[config.mk]
export PLATFORM = sky130hd
export DESIGN_NAME = adc_step_sequencer_fifo_core
export DESIGN_NICKNAME = d
export VERILOG_FILES = /design/src/hdl/asf_pkg.sv /design/src/hdl/asf_fifo.sv /design/src/hdl/asf_samples.sv /design/src/hdl/asf_regs.sv /design/src/hdl/adc_step_sequencer_fifo_core.sv
export VERILOG_INCLUDE_DIRS = /design/src /design/src/hdl
export SDC_FILE = /design/constraint.sdc
export NUM_CORES = 2
export LEC_CHECK = 0
export ABC_AREA = 1
export BUFFER_PORTS_ARGS = -buffer_cell sky130_fd_sc_hd__buf_2
export CAP_MARGIN = 20
export CELL_PAD_IN_SITES_DETAIL_PLACEMENT = 1
export CELL_PAD_IN_SITES_GLOBAL_PLACEMENT = 1
export CORE_MARGIN = 2
export CORE_UTILIZATION = 29
export CTS_CLUSTER_DIAMETER = 120
export DETAILED_ROUTE_END_ITERATION = 7
export HOLD_SLACK_MARGIN = 0.15
export PLACE_DENSITY_LB_ADDON = 0.12
export SYNTH_ARGS = -nofsm -noshare
export SYNTH_HDL_FRONTEND = slang
export SYNTH_SLANG_ARGS = --single-unit
[constraint.sdc]
create_clock -name clk -period 5.97 [get_ports clk]
set_clock_uncertainty 0.15 [all_clocks]
set_input_delay 0.597 -clock clk [delete_from_list [all_inputs] [get_ports clk]]
set_output_delay 0.597 -clock clk [all_outputs]
set_load 0.02 [all_outputs]
[src/hdl/adc_step_sequencer_fifo_core_assert.svh]
// ----------------------------------------------------------------------------
// ADC step sequencer assertion macros
// Shared wrappers for the concurrent checks of the sequencer core.
// ----------------------------------------------------------------------------
`ifndef ADC_STEP_SEQUENCER_FIFO_CORE_ASSERT_SVH
`define ADC_STEP_SEQUENCER_FIFO_CORE_ASSERT_SVH

// The consequent must hold in the same cycle as the antecedent.
`define ASF_ASSERT_NOW(label, clk, rst_n, ante, cons) \
	label: assert property (@(posedge clk) disable iff (!(rst_n)) (ante) |-> (cons)) \
		else $error("adc step sequencer check failed");

// The consequent must hold in the cycle after the antecedent.
`define ASF_ASSERT_NEXT(label, clk, rst_n, ante, cons) \
	label: assert property (@(posedge clk) disable iff (!(rst_n)) (ante) |=> (cons)) \
		else $error("adc step sequencer check failed");

`endif

[src/hdl/asf_pkg.sv]
// ----------------------------------------------------------------------------
// ADC step sequencer package
// Register map, default sizes, field positions and shared types.
// ----------------------------------------------------------------------------
package asf_pkg;

	localparam int ASF_NUM_STEPS    = 16;
	localparam int ASF_NUM_CHANNELS = 8;
	localparam int ASF_FIFO_DEPTH   = 64;
	localparam int ASF_SAMPLE_BITS  = 12;

	localparam int ASF_REG_COUNT = 32;
	localparam int ASF_WORD_W    = 20;
	localparam int ASF_CH_W      = 4;

	localparam logic [4:0] ASF_R_SYS    = 5'd0;
	localparam logic [4:0] ASF_R_RAW    = 5'd1;
	localparam logic [4:0] ASF_R_STATUS = 5'd2;
	localparam logic [4:0] ASF_R_EN_SET = 5'd3;
	localparam logic [4:0] ASF_R_EN_CLR = 5'd4;
	localparam logic [4:0] ASF_R_CTRL   = 5'd5;
	localparam logic [4:0] ASF_R_STEPEN = 5'd6;
	localparam logic [4:0] ASF_R_CNT0   = 5'd7;
	localparam logic [4:0] ASF_R_CNT1   = 5'd8;
	localparam logic [4:0] ASF_R_DATA0  = 5'd9;
	localparam logic [4:0] ASF_R_DATA1  = 5'd10;
	localparam logic [4:0] ASF_R_REV    = 5'd11;
	localparam logic [4:0] ASF_R_STEP0  = 5'd12;

	localparam logic [31:0] ASF_REV_RESET       = 32'h4000_0001;
	localparam int          ASF_SAMPLE_MID      = 2048;
	localparam int          ASF_CH_LSB          = 19;
	localparam logic [3:0]  ASF_CH_MASK         = 4'hF;
	localparam int          ASF_FIFO_SEL_BIT    = 26;
	localparam int          ASF_CH_SHIFT        = 16;
	localparam logic [31:0] ASF_SOFT_RESET_MASK = 32'h2;
	localparam logic [31:0] ASF_EOS_MASK        = 32'h2;

	typedef enum logic [1:0] {
		KIND_READ   = 2'd0,
		KIND_WRITE  = 2'd1,
		KIND_SAMPLE = 2'd2,
		KIND_NONE   = 2'd3
	} asf_kind_t;

	typedef struct packed {
		logic        wr;
		logic        eos;
		logic [4:0]  sel;
		logic [31:0] data;
	} asf_reg_cmd_t;

endpackage

[src/hdl/asf_fifo.sv]
// ----------------------------------------------------------------------------
// ADC result FIFO
// Sample word store with push and pop pointers and a registered read port.
// ----------------------------------------------------------------------------
module asf_fifo import asf_pkg::*; #(
	parameter int FIFO_DEPTH = ASF_FIFO_DEPTH
) (
	input  logic                            clk,
	input  logic                            arst_n,
	input  logic                            clr,
	input  logic                            push,
	input  logic [ASF_WORD_W-1:0]           push_word,
	input  logic                            pop,
	output logic [ASF_WORD_W-1:0]           pop_word,
	output logic [$clog2(FIFO_DEPTH+1)-1:0] count
);

	localparam int AW = $clog2(FIFO_DEPTH);
	localparam int CW = $clog2(FIFO_DEPTH + 1);

	logic [ASF_WORD_W-1:0] mem [FIFO_DEPTH];
	logic [CW-1:0]         wr_q;
	logic [CW-1:0]         rd_q;
	logic                  do_push;
	logic                  do_pop;

	// Pushes only happen right after a clear, so the pointers never wrap.
	assign do_push = push && (wr_q != CW'(FIFO_DEPTH));
	assign do_pop  = pop && (wr_q != rd_q);
	assign count   = wr_q - rd_q;

	always_ff @(posedge clk or negedge arst_n) begin
		if (!arst_n) begin
			wr_q <= '0;
			rd_q <= '0;
		end else if (clr) begin
			wr_q <= '0;
			rd_q <= '0;
		end else begin
			if (do_push) begin
				wr_q <= wr_q + CW'(1);
			end
			if (do_pop) begin
				rd_q <= rd_q + CW'(1);
			end
		end
	end

	always_ff @(posedge clk) begin
		if (do_push && !clr) begin
			mem[wr_q[AW-1:0]] <= push_word;
		end
		if (do_pop) begin
			pop_word <= mem[rd_q[AW-1:0]];
		end
	end

endmodule

[src/hdl/asf_samples.sv]
// ----------------------------------------------------------------------------
// ADC channel sample table and step unit
// Holds the analog sample of every channel and builds one tagged FIFO word
// from a step config.
// ----------------------------------------------------------------------------
module asf_samples import asf_pkg::*; #(
	parameter int NUM_CHANNELS = ASF_NUM_CHANNELS,
	parameter int SAMPLE_BITS  = ASF_SAMPLE_BITS
) (
	input  logic                   clk,
	input  logic                   arst_n,
	input  logic                   clr,
	input  logic                   wr,
	input  logic [ASF_CH_W-1:0]    wr_channel,
	input  logic [SAMPLE_BITS-1:0] wr_sample,
	input  logic [31:0]            step_cfg,
	output logic [ASF_WORD_W-1:0]  step_word,
	output logic                   step_fifo
);

	localparam int CHW = (NUM_CHANNELS > 1) ? $clog2(NUM_CHANNELS) : 1;
	localparam logic [SAMPLE_BITS-1:0] SAMPLE_RESET = SAMPLE_BITS'(ASF_SAMPLE_MID);

	logic [SAMPLE_BITS-1:0] samples_q [NUM_CHANNELS];
	logic [ASF_CH_W-1:0]    cfg_ch;
	logic [ASF_CH_W-1:0]    step_ch;
	logic [SAMPLE_BITS-1:0] step_sample;

	always_ff @(posedge clk or negedge arst_n) begin
		if (!arst_n) begin
			for (int i = 0; i < NUM_CHANNELS; i++) begin
				samples_q[i] <= SAMPLE_RESET;
			end
		end else if (clr) begin
			for (int i = 0; i < NUM_CHANNELS; i++) begin
				samples_q[i] <= SAMPLE_RESET;
			end
		end else if (wr) begin
			samples_q[wr_channel[CHW-1:0]] <= wr_sample;
		end
	end

	// A channel beyond the table is read as channel zero.
	always_comb begin
		cfg_ch = step_cfg[ASF_CH_LSB +: ASF_CH_W] & ASF_CH_MASK;
		if ({1'b0, cfg_ch} >= 5'(NUM_CHANNELS)) begin
			step_ch = '0;
		end else begin
			step_ch = cfg_ch;
		end
		step_sample = samples_q[step_ch[CHW-1:0]];
		step_word   = ASF_WORD_W'(32'(step_sample) | (32'(step_ch) << ASF_CH_SHIFT));
		step_fifo   = step_cfg[ASF_FIFO_SEL_BIT];
	end

endmodule

[src/hdl/asf_regs.sv]
// ----------------------------------------------------------------------------
// ADC register file
// Bus registers with soft reset, write-1-to-clear status and enable aliases.
// ----------------------------------------------------------------------------
module asf_regs import asf_pkg::*; (
	input  logic         clk,
	input  logic         arst_n,
	input  asf_reg_cmd_t cmd,
	input  logic [4:0]   raddr,
	output logic [31:0]  rdata,
	output logic         seq_armed
);

	logic [31:0] regs_q [ASF_REG_COUNT];
	logic [31:0] regs_d [ASF_REG_COUNT];

	always_comb begin
		regs_d = regs_q;
		if (cmd.wr) begin
			unique case (cmd.sel)
				ASF_R_SYS: begin
					if ((cmd.data & ASF_SOFT_RESET_MASK) != '0) begin
						for (int i = 0; i < ASF_REG_COUNT; i++) begin
							regs_d[i] = '0;
						end
						regs_d[ASF_R_REV] = ASF_REV_RESET;
					end
					regs_d[ASF_R_SYS] = cmd.data;
				end
				ASF_R_STATUS: begin
					regs_d[ASF_R_STATUS] = regs_q[ASF_R_STATUS] & ~cmd.data;
					regs_d[ASF_R_RAW]    = regs_q[ASF_R_RAW] & ~cmd.data;
				end
				ASF_R_EN_SET: begin
					regs_d[ASF_R_EN_SET] = regs_q[ASF_R_EN_SET] | cmd.data;
				end
				// The clear alias itself is never stored and reads back as zero.
				ASF_R_EN_CLR: begin
					regs_d[ASF_R_EN_SET] = regs_q[ASF_R_EN_SET] & ~cmd.data;
				end
				default: begin
					regs_d[cmd.sel] = cmd.data;
				end
			endcase
		end
		if (cmd.eos) begin
			regs_d[ASF_R_RAW]    = regs_d[ASF_R_RAW] | ASF_EOS_MASK;
			regs_d[ASF_R_STATUS] = regs_d[ASF_R_STATUS] | ASF_EOS_MASK;
		end
	end

	always_ff @(posedge clk or negedge arst_n) begin
		if (!arst_n) begin
			for (int i = 0; i < ASF_REG_COUNT; i++) begin
				regs_q[i] <= '0;
			end
			regs_q[ASF_R_REV] <= ASF_REV_RESET;
		end else begin
			regs_q <= regs_d;
		end
	end

	assign rdata     = regs_q[raddr];
	assign seq_armed = regs_q[ASF_R_CTRL][0];

endmodule

[src/hdl/adc_step_sequencer_fifo_core.sv]
// ----------------------------------------------------------------------------
// ADC step sequencer core
// Bus front end, step sequencer and two result FIFOs of a step-based ADC.
// ----------------------------------------------------------------------------
// Each input request is a bus read, a bus write or an analog sample update
// (kind, reg_sel, write_data, channel) and yields exactly one read_data word.
// Both channels use valid and stall; a request moves when valid is high and
// stall is low. The core takes one request at a time and raises in_stall
// until that request's result has been placed in the output register.
// A plain read, write or sample update passes ST_EXEC and ST_RESP on its way
// to out_valid, a FIFO data read also ST_POP (registered FIFO memory port).
// A step-enable write that starts a sequence walks NUM_STEPS step configs
// through one shared step unit, one step per cycle, and ends via ST_SEQ_END.
// A new request is accepted in the cycle after the previous one finishes,
// even while its result still waits in the output register.
// When the receiver stalls, the finished result holds in the output
// register; a following result waits inside the core until it is taken.
// Asynchronous reset returns all registers, FIFO pointers and channel samples
// to reset values; a sysconfig write with bit 1 set does too, except sysconfig.
// ----------------------------------------------------------------------------
`include "adc_step_sequencer_fifo_core_assert.svh"

module adc_step_sequencer_fifo_core import asf_pkg::*; #(
	parameter int NUM_STEPS    = ASF_NUM_STEPS,
	parameter int NUM_CHANNELS = ASF_NUM_CHANNELS,
	parameter int FIFO_DEPTH   = ASF_FIFO_DEPTH,
	parameter int SAMPLE_BITS  = ASF_SAMPLE_BITS
) (
	input  logic        clk,
	input  logic        arst_n,
	input  logic        in_valid,
	output logic        in_stall,
	input  logic [1:0]  kind,
	input  logic [4:0]  reg_sel,
	input  logic [31:0] write_data,
	input  logic [3:0]  channel,
	output logic        out_valid,
	input  logic        out_stall,
	output logic [31:0] read_data
);

	localparam int CW = $clog2(FIFO_DEPTH + 1);

	typedef enum logic [2:0] {
		ST_IDLE,
		ST_EXEC,
		ST_POP,
		ST_SEQ,
		ST_SEQ_END,
		ST_RESP
	} state_t;

	state_t       state_q;
	asf_kind_t    kind_q;
	logic [4:0]   sel_q;
	logic [31:0]  data_q;
	logic [3:0]   chan_q;
	logic [3:0]   step_q;
	logic [31:0]  result_q;
	logic         out_valid_q;
	logic [31:0]  read_data_q;

	asf_reg_cmd_t          reg_cmd;
	logic [4:0]            raddr;
	logic [31:0]           regs_rdata;
	logic                  seq_armed;
	logic                  soft_rst;
	logic                  seq_start;
	logic                  fifo_clr;
	logic                  samp_wr;
	logic                  push0;
	logic                  push1;
	logic                  pop0;
	logic                  pop1;
	logic [ASF_WORD_W-1:0] pop_word0;
	logic [ASF_WORD_W-1:0] pop_word1;
	logic [CW-1:0]         count0;
	logic [CW-1:0]         count1;
	logic [ASF_WORD_W-1:0] step_word;
	logic                  step_fifo;
	logic [4:0]            en_idx;
	logic                  step_en;
	logic [31:0]           read_result;
	logic                  accept;
	logic                  out_free;

	assign accept   = in_valid && !in_stall;
	assign in_stall = (state_q != ST_IDLE);
	assign out_free = !out_valid_q || !out_stall;
	assign en_idx   = 5'(step_q) + 5'd1;
	assign step_en  = data_q[en_idx];

	always_comb begin
		reg_cmd      = '0;
		reg_cmd.sel  = sel_q;
		reg_cmd.data = data_q;
		raddr        = sel_q;
		soft_rst     = 1'b0;
		seq_start    = 1'b0;
		samp_wr      = 1'b0;
		push0        = 1'b0;
		push1        = 1'b0;
		pop0         = 1'b0;
		pop1         = 1'b0;
		unique case (state_q)
			ST_EXEC: begin
				unique case (kind_q)
					KIND_READ: begin
						pop0 = (sel_q == ASF_R_DATA0) && (count0 != '0);
						pop1 = (sel_q == ASF_R_DATA1) && (count1 != '0);
					end
					KIND_WRITE: begin
						reg_cmd.wr = 1'b1;
						soft_rst   = (sel_q == ASF_R_SYS) &&
							((data_q & ASF_SOFT_RESET_MASK) != '0);
						seq_start  = (sel_q == ASF_R_STEPEN) && seq_armed && (data_q != '0);
					end
					KIND_SAMPLE: begin
						samp_wr = ({1'b0, chan_q} < 5'(NUM_CHANNELS));
					end
					default: begin
					end
				endcase
			end
			ST_SEQ: begin
				raddr = ASF_R_STEP0 + 5'(step_q);
				push0 = step_en && !step_fifo;
				push1 = step_en && step_fifo;
			end
			ST_SEQ_END: begin
				reg_cmd.eos = (count0 != '0) || (count1 != '0);
			end
			default: begin
			end
		endcase
	end

	assign fifo_clr = soft_rst || seq_start;

	// An empty data read returns zero rather than the stored register value.
	always_comb begin
		unique case (sel_q)
			ASF_R_CNT0:  read_result = 32'(count0);
			ASF_R_CNT1:  read_result = 32'(count1);
			ASF_R_DATA0: read_result = '0;
			ASF_R_DATA1: read_result = '0;
			default:     read_result = regs_rdata;
		endcase
	end

	always_ff @(posedge clk) begin
		if (accept) begin
			kind_q <= asf_kind_t'(kind);
			sel_q  <= reg_sel;
			data_q <= write_data;
			chan_q <= channel;
		end
	end

	always_ff @(posedge clk or negedge arst_n) begin
		if (!arst_n) begin
			state_q     <= ST_IDLE;
			step_q      <= '0;
			result_q    <= '0;
			out_valid_q <= 1'b0;
			read_data_q <= '0;
		end else begin
			if (out_valid_q && !out_stall && (state_q != ST_RESP)) begin
				out_valid_q <= 1'b0;
			end
			unique case (state_q)
				ST_IDLE: begin
					if (in_valid) begin
						state_q <= ST_EXEC;
					end
				end
				ST_EXEC: begin
					step_q   <= '0;
					result_q <= (kind_q == KIND_READ) ? read_result : '0;
					if (pop0 || pop1) begin
						state_q <= ST_POP;
					end else if (seq_start) begin
						state_q <= ST_SEQ;
					end else begin
						state_q <= ST_RESP;
					end
				end
				ST_POP: begin
					result_q <= (sel_q == ASF_R_DATA0) ? 32'(pop_word0) : 32'(pop_word1);
					state_q  <= ST_RESP;
				end
				ST_SEQ: begin
					step_q <= step_q + 4'd1;
					if (step_q == 4'(NUM_STEPS - 1)) begin
						state_q <= ST_SEQ_END;
					end
				end
				ST_SEQ_END: begin
					state_q <= ST_RESP;
				end
				ST_RESP: begin
					if (out_free) begin
						out_valid_q <= 1'b1;
						read_data_q <= result_q;
						state_q     <= ST_IDLE;
					end
				end
				default: begin
					state_q <= ST_IDLE;
				end
			endcase
		end
	end

	assign out_valid = out_valid_q;
	assign read_data = read_data_q;

	asf_regs u_regs (
		.clk       (clk),
		.arst_n    (arst_n),
		.cmd       (reg_cmd),
		.raddr     (raddr),
		.rdata     (regs_rdata),
		.seq_armed (seq_armed)
	);

	asf_samples #(
		.NUM_CHANNELS (NUM_CHANNELS),
		.SAMPLE_BITS  (SAMPLE_BITS)
	) u_samples (
		.clk        (clk),
		.arst_n     (arst_n),
		.clr        (soft_rst),
		.wr         (samp_wr),
		.wr_channel (chan_q),
		.wr_sample  (data_q[SAMPLE_BITS-1:0]),
		.step_cfg   (regs_rdata),
		.step_word  (step_word),
		.step_fifo  (step_fifo)
	);

	asf_fifo #(
		.FIFO_DEPTH (FIFO_DEPTH)
	) u_fifo0 (
		.clk       (clk),
		.arst_n    (arst_n),
		.clr       (fifo_clr),
		.push      (push0),
		.push_word (step_word),
		.pop       (pop0),
		.pop_word  (pop_word0),
		.count     (count0)
	);

	asf_fifo #(
		.FIFO_DEPTH (FIFO_DEPTH)
	) u_fifo1 (
		.clk       (clk),
		.arst_n    (arst_n),
		.clr       (fifo_clr),
		.push      (push1),
		.push_word (step_word),
		.pop       (pop1),
		.pop_word  (pop_word1),
		.count     (count1)
	);

	`ASF_ASSERT_NEXT(a_accept_exec, clk, arst_n, accept, state_q == ST_EXEC)
	`ASF_ASSERT_NEXT(a_resp_loads, clk, arst_n, (state_q == ST_RESP) && out_free, out_valid_q && (state_q == ST_IDLE))
	`ASF_ASSERT_NOW(a_count_bound, clk, arst_n, 1'b1, (count0 <= CW'(FIFO_DEPTH)) && (count1 <= CW'(FIFO_DEPTH)))
	`ASF_ASSERT_NEXT(a_seq_clears, clk, arst_n, seq_start, (count0 == '0) && (count1 == '0) && (state_q == ST_SEQ))

endmodule
==> flow_summary_export.csv <==
group,metric,value,unit
synth,synth_sequential_area_ratio,0.675,
cells_and_area,final_nets,12800,
sta,post-route-min-period,5.33,ns
sta,layout_worst_path_cycle_share,0.893,
run,maxCapViolations,0,
detailed_routing,routed-wl-met3,21000,um
sta,worst-slew-pin-transition,1.24,ns
critical_path,critical-path-top-delay-family,"simple AND/OR/NAND/NOR gates",
pwr,combinational_share_of_power,0.146,
cells_and_area,layout_commonest_cell,"sky130_fd_sc_hd__edfxtp_1",
floorplan,die_area,0.487,mm2
critical_path,worst_path_max_delay_cell,"sky130_fd_sc_hd__nor2_1",
placed_design,io_buffer_count,80,
critical_path,crit_path_max_incr_delay,0.73,ns
clock_tree,tritoncts.num_buffers,397,
clock_tree,number_of_levels_in_the_clock_h_tree,5,
pwr,sequentialPowerShare,0.464,
synth,synth-edff-count,2123,
detailed_routing,detail_route.iter0.violations,8341,
detailed_routing,post_drt_antenna_nets,0,
global_route,grt_pass1_wl,789000,um
sta,finalHoldViolations,0,
clock_tree,cts_hold_buf,62,
global_route,antenna_violations_before_repair,22,
placed_design,detailedPlacementHpwl,326000,um
placed_design,globalplace.congestion,0.811,
critical_path,timing.critical_path.cells,"inv_2 > nand3_4 > nand2_2 > nand2_8 > buf_4 > a21oi_1 > o21ai_0 > nand3_1 > nand3_1 > nand3_1 > nand3_2 > inv_2 > nand3_1 > nor2_1 > buf_4",
synth,postSynth.asyncResetShare,0.365,
detailed_routing,drc,0,
sta,timing.max_slew.rel_slack,0.174,
pwr,power.clock.fraction,0.390,
synth,yosys_warnings,0,
global_route,grt_start_max_net_pins,210,
synth,syn_area_per_cell,11.0,um2
clock_tree,cts-root-to-sink-buffers,4,
floorplan,fp.dieH,698,um
detailed_routing,via_count,103000,
sta,grt_setup_unrepaired,"false",
clock_tree,cts_root_buffer,"sky130_fd_sc_hd__clkbuf_16",
pwr,power_per_cell_area,387,mW/mm2
floorplan,effective_utilization_at_floorplan,0.292,
synth,synthesis.instances,12700,
clock_tree,worst_skew_pair.late_latency,1.01,ns
sta,setup_total_negative_slack,0,ns
detailed_routing,drt_wl_total,543000,um
critical_path,crit_path_end_kind,"flop",
sta,finalSetupViolCount,0,
critical_path,timing.setup.critical_path_class,"reg -> reg",
cells_and_area,area.growth.synth_to_final,16.2,%
clock_tree,cts.repair_timing.setup_buffer_count,0,
critical_path,critical-path-top-cell-by-count,"sky130_fd_sc_hd__nand3_1",
floorplan,placementRows,254,
cells_and_area,final_layout_size_suffix_gt1_frac,0.0976,
clock_tree,cts_repair_resize_count,0,
pwr,peakVddDrop,0.240,mV
cells_and_area,postLayoutCellArea,0.162,mm2
cells_and_area,most_used_cells_in_the_layout_excluding_fill_and_tap_cells,"sky130_fd_sc_hd__edfxtp_1, sky130_fd_sc_hd__o21ai_0, sky130_fd_sc_hd__nor2_1",
sta,fmaxAchievable,188,MHz
detailed_routing,drt-wirelength-per-cell,27.8,um
clock_tree,clk_pin_slew_worst_paths,0.06,ns
critical_path,worst_path_max_fanout,71,
detailed_routing,route.met2.wl,260000,um
global_route,grt_use_total,0.217,
pwr,power_switching,18.0,mW
sta,slew_violations,0,
pwr,sw_frac_of_total,0.287,
synth,yosys_reg_bits,3343,
clock_tree,cts_tree,"yes",
critical_path,timing.critical_path.buf_inv,4,
status,status,"finished, final reports clean",
critical_path,worstSetupStartpointType,"flop",
floorplan,core_region_area,0.479,mm2
placed_design,placed_area,0.149,mm2
pwr,p_int,44.8,mW
pwr,p_leak,60.0,nW
clock_tree,cts_num_sinks,3343,
critical_path,worstPathArrival,5.89,ns
floorplan,io-pin-count,81,
global_route,first_global_vias,107000,
floorplan,die_width,698,um
critical_path,critical_path_required,6.53,ns
synth,synth.lib_cells_used.distinct,53,
synth,ys_dominant_reg_cell,"sky130_fd_sc_hd__edfxtp_1",
detailed_routing,detail_route.first_pass.iterations,6,
min_path,hold_path.class,"in -> async",
detailed_routing,highest-signal-layer,"met5",
synth,synth.cell_area,0.140,mm2
detailed_routing,route.layer.met1.wl,246000,um
global_route,gr-total-overflow,0,
detailed_routing,viasPerCell,5.28,
-- layer usage --
metal,track usage,vias to the layer above
met5,0,-
met1,0.297,54300
met3,0.0249,728
met4,0.0610,2
met2,0.362,2115
li1,-,46000
-- path summary, 6_finish.rpt --
| kind | end | slack (ns) | start | cells past startpoint |
|---|---|---|---|---|
| max | u_fifo1.mem[27][11] | 0.64 | state_q[2] | 15 |
| min | u_regs.regs_q[206] | 0.10 | arst_n | 2 |
| max reg2reg | u_fifo1.mem[27][11] | 0.64 | state_q[2] | 15 |
| min reg2reg | u_regs.regs_q[993] | 0.33 | u_regs.regs_q[993] | 2 |
| max in group asynchronous | u_regs.regs_q[453] | 4.10 | arst_n | 3 |
| min in group clk | data_q[25] | 0.23 | write_data[25] | 2 |
-- cells by family (layout without fill, tap and decap cells) --
logic type | count (synthesis) | count (layout) | synth area share
multiplexers | 16 | 16 | 0.00129
AND/OR/NAND/NOR | 3955 | 3955 | 0.122
other | 1 | 134 | 0.0000268
XOR/XNOR | 30 | 30 | 0.00188
flip-flops | 3343 | 3343 | 0.675
buffers and inverters | 1727 | 1970 | 0.0492
AO/OA/AOI/OAI | 3629 | 3629 | 0.149
adder cells (fa/ha/maj) | 23 | 23 | 0.00217
-- stage by stage --
step | hold slack [ns] | cells | total power, mW | util | setup slack [ns]
finish | 0.101 | 19500 | 62.8 | 0.339 | 0.641
global placement | 0.314 | 18700 | 38.6 | 0.310 | 0.878
floorplan | 0.151 | 12900 | 34.1 | - | 0.799
global route | 0.205 | 19500 | 65.3 | 0.339 | 0.384
CTS | 0.151 | 19500 | 63.6 | 0.339 | 0.705
detailed placement | 0.316 | 18700 | 38.9 | 0.310 | 0.672
-- synthesized netlist by cell type (10+ instances only) --
cell,count,share of area
sky130_fd_sc_hd__buf_2,201,0.0072
sky130_fd_sc_hd__mux2_2,16,0.0013
sky130_fd_sc_hd__ha_1,21,0.0019
sky130_fd_sc_hd__nand3_1,1276,0.046
sky130_fd_sc_hd__inv_1,663,0.018
sky130_fd_sc_hd__a32o_1,20,0.0014
sky130_fd_sc_hd__nand2_2,24,0.0011
sky130_fd_sc_hd__a31oi_1,36,0.0016
sky130_fd_sc_hd__nor3_1,22,0.00079
sky130_fd_sc_hd__buf_1,53,0.0014
sky130_fd_sc_hd__a2bb2oi_1,29,0.0018
sky130_fd_sc_hd__nand2_1,1120,0.030
sky130_fd_sc_hd__o21ai_1,33,0.0012
sky130_fd_sc_hd__edfxtp_1,2123,0.46
sky130_fd_sc_hd__a21oi_1,389,0.014
sky130_fd_sc_hd__xor2_1,27,0.0017
sky130_fd_sc_hd__nor2_1,1349,0.036
sky130_fd_sc_hd__o22ai_1,766,0.034
sky130_fd_sc_hd__o211ai_1,201,0.011
sky130_fd_sc_hd__inv_2,11,0.00030
sky130_fd_sc_hd__dfrtp_1,1210,0.22
sky130_fd_sc_hd__o21ai_0,1901,0.068
sky130_fd_sc_hd__o221ai_1,227,0.014
sky130_fd_sc_hd__clkinv_1,10,0.00027
sky130_fd_sc_hd__dfstp_2,10,0.0019
sky130_fd_sc_hd__clkbuf_1,755,0.020
sky130_fd_sc_hd__nand4_1,128,0.0057
sky130_fd_sc_hd__buf_4,28,0.0015
-- registers in the layout, summed over array words and instances, names as in the netlist, 7 cells and up --
name                 cells
u_fifo0.mem           1024
data_q                  32
u_fifo1.wr_q             7
u_fifo0.rd_q             7
u_regs.regs_q         1023
u_fifo0.pop_word        16
read_data               32
u_fifo0.wr_q             7
u_fifo1.mem           1024
u_fifo1.pop_word        16
u_fifo1.rd_q             7
u_samples.samples_q     96
result_q                32
-- power by group through the flow --
stage          Sequential, mW  Combinational (mW)  Clock, mW
2_1_floorplan            29.6                4.57          0
3_3_place_gp             29.5                9.09          0
3_5_place_dp             29.6                9.33          0
4_1_cts                  29.2                9.40       25.1
5_1_grt                  29.3                10.1       25.9
6_report                 29.2                9.18       24.5
-- worst reg2reg max path: stages, from the launching register on --
cell                      delay, ns
sky130_fd_sc_hd__dfrtp_1       0.46
sky130_fd_sc_hd__inv_2         0.17
sky130_fd_sc_hd__nand3_4       0.27
sky130_fd_sc_hd__nand2_2       0.44
sky130_fd_sc_hd__nand2_8       0.38
sky130_fd_sc_hd__buf_4         0.45
sky130_fd_sc_hd__a21oi_1       0.12
sky130_fd_sc_hd__o21ai_0       0.11
sky130_fd_sc_hd__nand3_1       0.08
sky130_fd_sc_hd__nand3_1       0.08
sky130_fd_sc_hd__nand3_1       0.15
sky130_fd_sc_hd__nand3_2       0.31
sky130_fd_sc_hd__inv_2         0.36
sky130_fd_sc_hd__nand3_1       0.49
sky130_fd_sc_hd__nor2_1        0.73
sky130_fd_sc_hd__buf_4         0.33
-- area by class of cell --
| class | count | area, um2 |
|---|---|---|
| inverter | 685 | 2620 |
| multi-input combinational | 7781 | 39500 |
| timing repair buffer | 564 | 5010 |
| tap | 6400 | 8010 |
| clock inverter | 170 | 1660 |
| antenna | 6 | 15.0 |
| clock buffer | 551 | 11300 |
| fill | 52400 | 317000 |
| sequential | 3343 | 94300 |
(Power assumes the default switching activity.)
